<file path="src/fteq_pkg.sv">
package fteq_pkg;

    localparam int TIME_W  = 48;
    localparam int LIMIT_W = 16;
    localparam int STAMP_W = 32;
    localparam int CFG_W   = 6;
    localparam int TICK_CAP = 32;

    localparam logic [1:0] REQ_ADD    = 2'd0;
    localparam logic [1:0] REQ_REMOVE = 2'd1;
    localparam logic [1:0] REQ_HIT    = 2'd2;
    localparam logic [1:0] REQ_TICK   = 2'd3;

    localparam logic [1:0] RES_NONE     = 2'd0;
    localparam logic [1:0] RES_HARD_DEL = 2'd1;
    localparam logic [1:0] RES_IDLE_DEL = 2'd2;
    localparam logic [1:0] RES_IDLE_REP = 2'd3;

    // one flow entry as stored in the slot memory
    typedef struct packed {
        logic [LIMIT_W-1:0] hard_lim;
        logic [LIMIT_W-1:0] idle_lim;
        logic [TIME_W-1:0]  ins_time;
        logic [TIME_W-1:0]  act_time;
        logic               notify;
        logic [STAMP_W-1:0] stamp;
    } flow_ent_t;

    // per-entry deadline, 0 limit gives no deadline
    typedef struct packed {
        logic              due;
        logic              hard;
        logic [TIME_W:0]   exp;
    } exp_info_t;

endpackage

</file>
<file path="src/fteq_deadline.sv">
// Two-stage deadline calc: limit * ms multiply registered, then add and compare.
module fteq_deadline
    import fteq_pkg::*;
#(
    parameter int MS_PER_SECOND = 1000
)(
    input  logic              clk,
    input  logic [LIMIT_W-1:0] hard_lim,
    input  logic [LIMIT_W-1:0] idle_lim,
    input  logic [TIME_W-1:0]  ins_time,
    input  logic [TIME_W-1:0]  act_time,
    input  logic [TIME_W-1:0]  now_ms,
    output exp_info_t          info
);
    localparam int MS_W = $clog2(MS_PER_SECOND + 1);
    localparam logic [MS_W-1:0] MS_K = MS_W'(MS_PER_SECOND);

    logic [LIMIT_W+MS_W-1:0] hard_ms_reg, idle_ms_reg;
    logic                    hard_en_reg, idle_en_reg;
    logic [TIME_W-1:0]       ins_reg, act_reg;

    always_ff @(posedge clk)
    begin
        hard_ms_reg <= hard_lim * MS_K;
        idle_ms_reg <= idle_lim * MS_K;
        hard_en_reg <= (hard_lim != '0);
        idle_en_reg <= (idle_lim != '0);
        ins_reg     <= ins_time;
        act_reg     <= act_time;
    end

    logic [TIME_W+1:0] h_dl, i_dl;
    always_comb
    begin
        h_dl = {2'b00, ins_reg} + (TIME_W+2)'(hard_ms_reg);
        i_dl = {2'b00, act_reg} + (TIME_W+2)'(idle_ms_reg);
        if (!hard_en_reg)
            h_dl = '1;
        if (!idle_en_reg)
            i_dl = '1;
        info.hard = (h_dl <= i_dl);
        info.exp  = info.hard ? h_dl[TIME_W:0] : i_dl[TIME_W:0];
        if (info.hard ? h_dl[TIME_W+1] : i_dl[TIME_W+1])
            info.exp = '1;
        info.due = (hard_en_reg || idle_en_reg) && !(info.hard ? h_dl[TIME_W+1] : i_dl[TIME_W+1])
                   && (info.exp <= {1'b0, now_ms});
    end
endmodule

</file>
<file path="config.mk">
export PLATFORM = sky130hd
export DESIGN_NAME = fteq_deadline
export DESIGN_NICKNAME = d
export VERILOG_FILES = /design/src/fteq_pkg.sv /design/src/fteq_deadline.sv
export SDC_FILE = /design/constraint.sdc
export NUM_CORES = 1
export LEC_CHECK = 0
export CORE_ASPECT_RATIO = 2
export CORE_UTILIZATION = 45
export CTS_CLUSTER_DIAMETER = 100
export CTS_CLUSTER_SIZE = 16
export DETAILED_ROUTE_END_ITERATION = 16
export DONT_BUFFER_PORTS = 1
export PLACE_DENSITY = 0.64
export SYNTH_ARGS = -nofsm -noshare
export SYNTH_HDL_FRONTEND = slang
export SYNTH_SLANG_ARGS = --single-unit
</file>
<file path="constraint.sdc">
create_clock -name clk -period 17.6 [get_ports clk]
set_input_delay 0 -clock clk [delete_from_list [all_inputs] [get_ports clk]]
set_output_delay 0 -clock clk [all_outputs]
set_load 0.01 [all_outputs]
</file>
==> metrics <==
status finished clean; DRC Markers 0; Die X around 130 um; Resized Gates After CTS 0; Synth Area in Compound Gates between 15 and 20%; Routed WL per cell about 21 um; total gr overflow 0; fmax 110 MHz; total wire length around 44,000 um; final setup fails 0; Post-synth EDFFs 0; Data arrival, critical path ~9.1 ns; P&R area growth vs syn 15.3%; Max H-tree Level 4; top cell type's share of synthesized area between 20% and 30%; largest family of logic cells by synthesized area adder cells; CP Capture Type output port; RSZ-0062 raised after global routing false; Core Util, Final 52.6%; mux cell area share after synthesis 0.148%; number of synthesized register bits approximately 140; simple-gate share of the synthesized area between 10% and 20%; final instance area about 17,000 um^2; CORE AREA 31,500 um^2; slowest cell on the critical path a211oi_2; Peak VDD IR ~0.068 mV; Post-Syn Area approximately 14,000 um^2; predominant post-synthesis flop cell dfxtp_1; Seq/Total Area, Yosys approximately a fifth; syn nets between 2,000 and 2,500; crit path max fanout between 50 and 60; clk buf depth 2; # Post-CTS Setup Buffers 0; root buffer cell clkbuf_16; Synth Area in XOR/XNOR just under 7%; Worst Max-Slew Pin Slew 1.03 ns; clk slew on worst S/H paths 0.06 ns; initial antenna violation count 2; GR Util All Layers between 20% and 30%; Final Cycle Share between 50% and 60%; gpl congestion 1.07; layout cells sized above 1 about 4.5%; worst stage delay on the critical path around 0.8 ns; total clock sinks roughly 140; Critical Path Source Type flip-flop; routed vias approximately 12,000; # IOs roughly 230; DRT Pass-1 Iters 5; DRT iter0 DRCs about 580; setup TNS 0 ns; Worst Path Required about 18 ns; Pleak about 0.008 uW; initial core utilization between 40% and 50%; synthesized-area fraction occupied by adder cells between 30% and 40%; Hold WC Path Type in2reg; vias in the first global route between 10,000 and 15,000; Final Hold Viols 0; clock buffer count from CTS 17; FP Rows 92; min cycle time layout slightly above 9 ns; CP Class reg2out; Vias/cell around 5.6; maxcap violations 0; CTS tree built; dominant cells by area after synthesis ha_1 (23%), dfxtp_1 (20%), fa_1 (15%); area of placed instances about 15,000 um^2; Die ar. roughly 33,000 um^2; Die Ht about 250 um; syn_area_per_cell between 9 and 10 um^2; placed cell count between 1,500 and 2,000; ys async rst share 0%; Synth area leader ha_1; global-route wire length before repair 65,900 um; Antenna Nets Post-Route 0; Non-Filler Instances approximately 2,100; PD cells between 150 and 200 nW/um^2; warnings from Yosys 0; # nets final between 2,000 and 2,500; DP HPWL between 30,000 and 40,000 um; overall power roughly 2800 uW; Slew Limit Headroom about a third; I/O Buffers 0; Final Max Tran Viols 0; Mapped Cells 1,525; largest net degree at the start of global routing 56; Netlist cell types between 70 and 80
-- area by class of cell --
cell class	instances	area [um^2]
flip-flops and latches	144	2880
well taps	423	529
clock inverters	14	143
fillers	2893	15000
clock buffers	18	439
inverters	133	499
repair buffers	121	1210
diodes	3	7.51
multi-input cells	1217	10900
-- cell families after synthesis --
kind of cell / Yosys count
xor+xnor: 114
mux: 2
compound gates: 330
flops: 144
fa+ha+maj: 376
simple gates: 395
buf+inv: 164
-- through the flow --
step / setup WS (ns) / hold WS (ns)
2_1_floorplan: 11.15 / 0.0277
3_3_place_gp: 9.40 / 0.0278
3_5_place_dp: 9.25 / 0.0277
4_1_cts: 8.78 / 0.000539
5_1_grt: 7.91 / 0.0322
6_report: 8.51 / 0.0136
-- layout by cell type, fill, tap and decap left out, types with 10 or more instances in the layout --
cell	netlist	layout
nand2b_1	22	22
xor2_1	35	35
nand3_1	19	19
nor4_1	14	14
nor2_1	86	86
fa_1	110	110
a21oi_1	93	93
a31oi_1	13	13
nand4_1	31	31
a22oi_1	15	15
ha_1	266	266
and2_1	30	29
inv_1	133	133
xnor2_1	79	79
nand2_1	95	95
o21bai_1	12	12
dlygate4sd3_1	0	119
o211ai_1	13	13
nor3_1	26	26
clkbuf_16	0	17
o21a_1	19	19
nor2b_1	10	10
a21o_1	69	69
and3_1	26	26
dfxtp_1	144	143
o21ai_0	30	30
-- cells in the mapped netlist, types with 12 or more instances --
cell / instances
a21o_1: 69
a21oi_1: 93
a22oi_1: 15
a31oi_1: 13
and2_1: 30
and3_1: 26
clkbuf_1: 19
dfxtp_1: 144
fa_1: 110
ha_1: 266
inv_1: 133
nand2_1: 95
nand2b_1: 22
nand3_1: 19
nand4_1: 31
nor2_1: 86
nor3_1: 26
nor4_1: 14
o211ai_1: 13
o21a_1: 19
o21ai_0: 30
o21bai_1: 12
xnor2_1: 79
xor2_1: 35
-- where the power goes --
part	switching, uW	internal (uW)
Combinational	1150	822
Clock	151	202
Sequential	25.7	400
-- what timing repair did --
| item | in CTS | in global routing |
|---|---|---|
| setup endpoints to repair | 0 | 0 |
| endpoints found under the hold margin | 113 | 0 |
| hold buffers | 119 | 0 |
-- metal layers --
metal	GRT usage, %	up-vias	routed length [um]
li1	-	5565	-
met1	24.7	5600	14600
met2	50.5	358	22900
met3	5.52	144	2180
met4	25.2	0	4170
met5	0	-	0
-- worst paths after layout --
path	slack, ns	cells past startpoint	end	from
worst max-delay path	8.51	29	info[50]	idle_ms_reg[3]
worst min-delay path	0.01	3	hard_ms_reg[17]	hard_lim[13]
-- worst max-delay path, delay by kind of cell (launching register included) --
| family | cells | cell delay, ns |
|---|---|---|
| xor gates and xnor gates | 1 | 0.68 |
| and+or+nand+nor | 9 | 2.87 |
| adders and majority gates | 4 | 1.30 |
| buffers and inverters | 1 | 0.09 |
| AOI/OAI and AO/OA | 14 | 3.38 |
| DFF | 1 | 0.31 |
No activity file was read; power rests on OpenSTA's default activity.
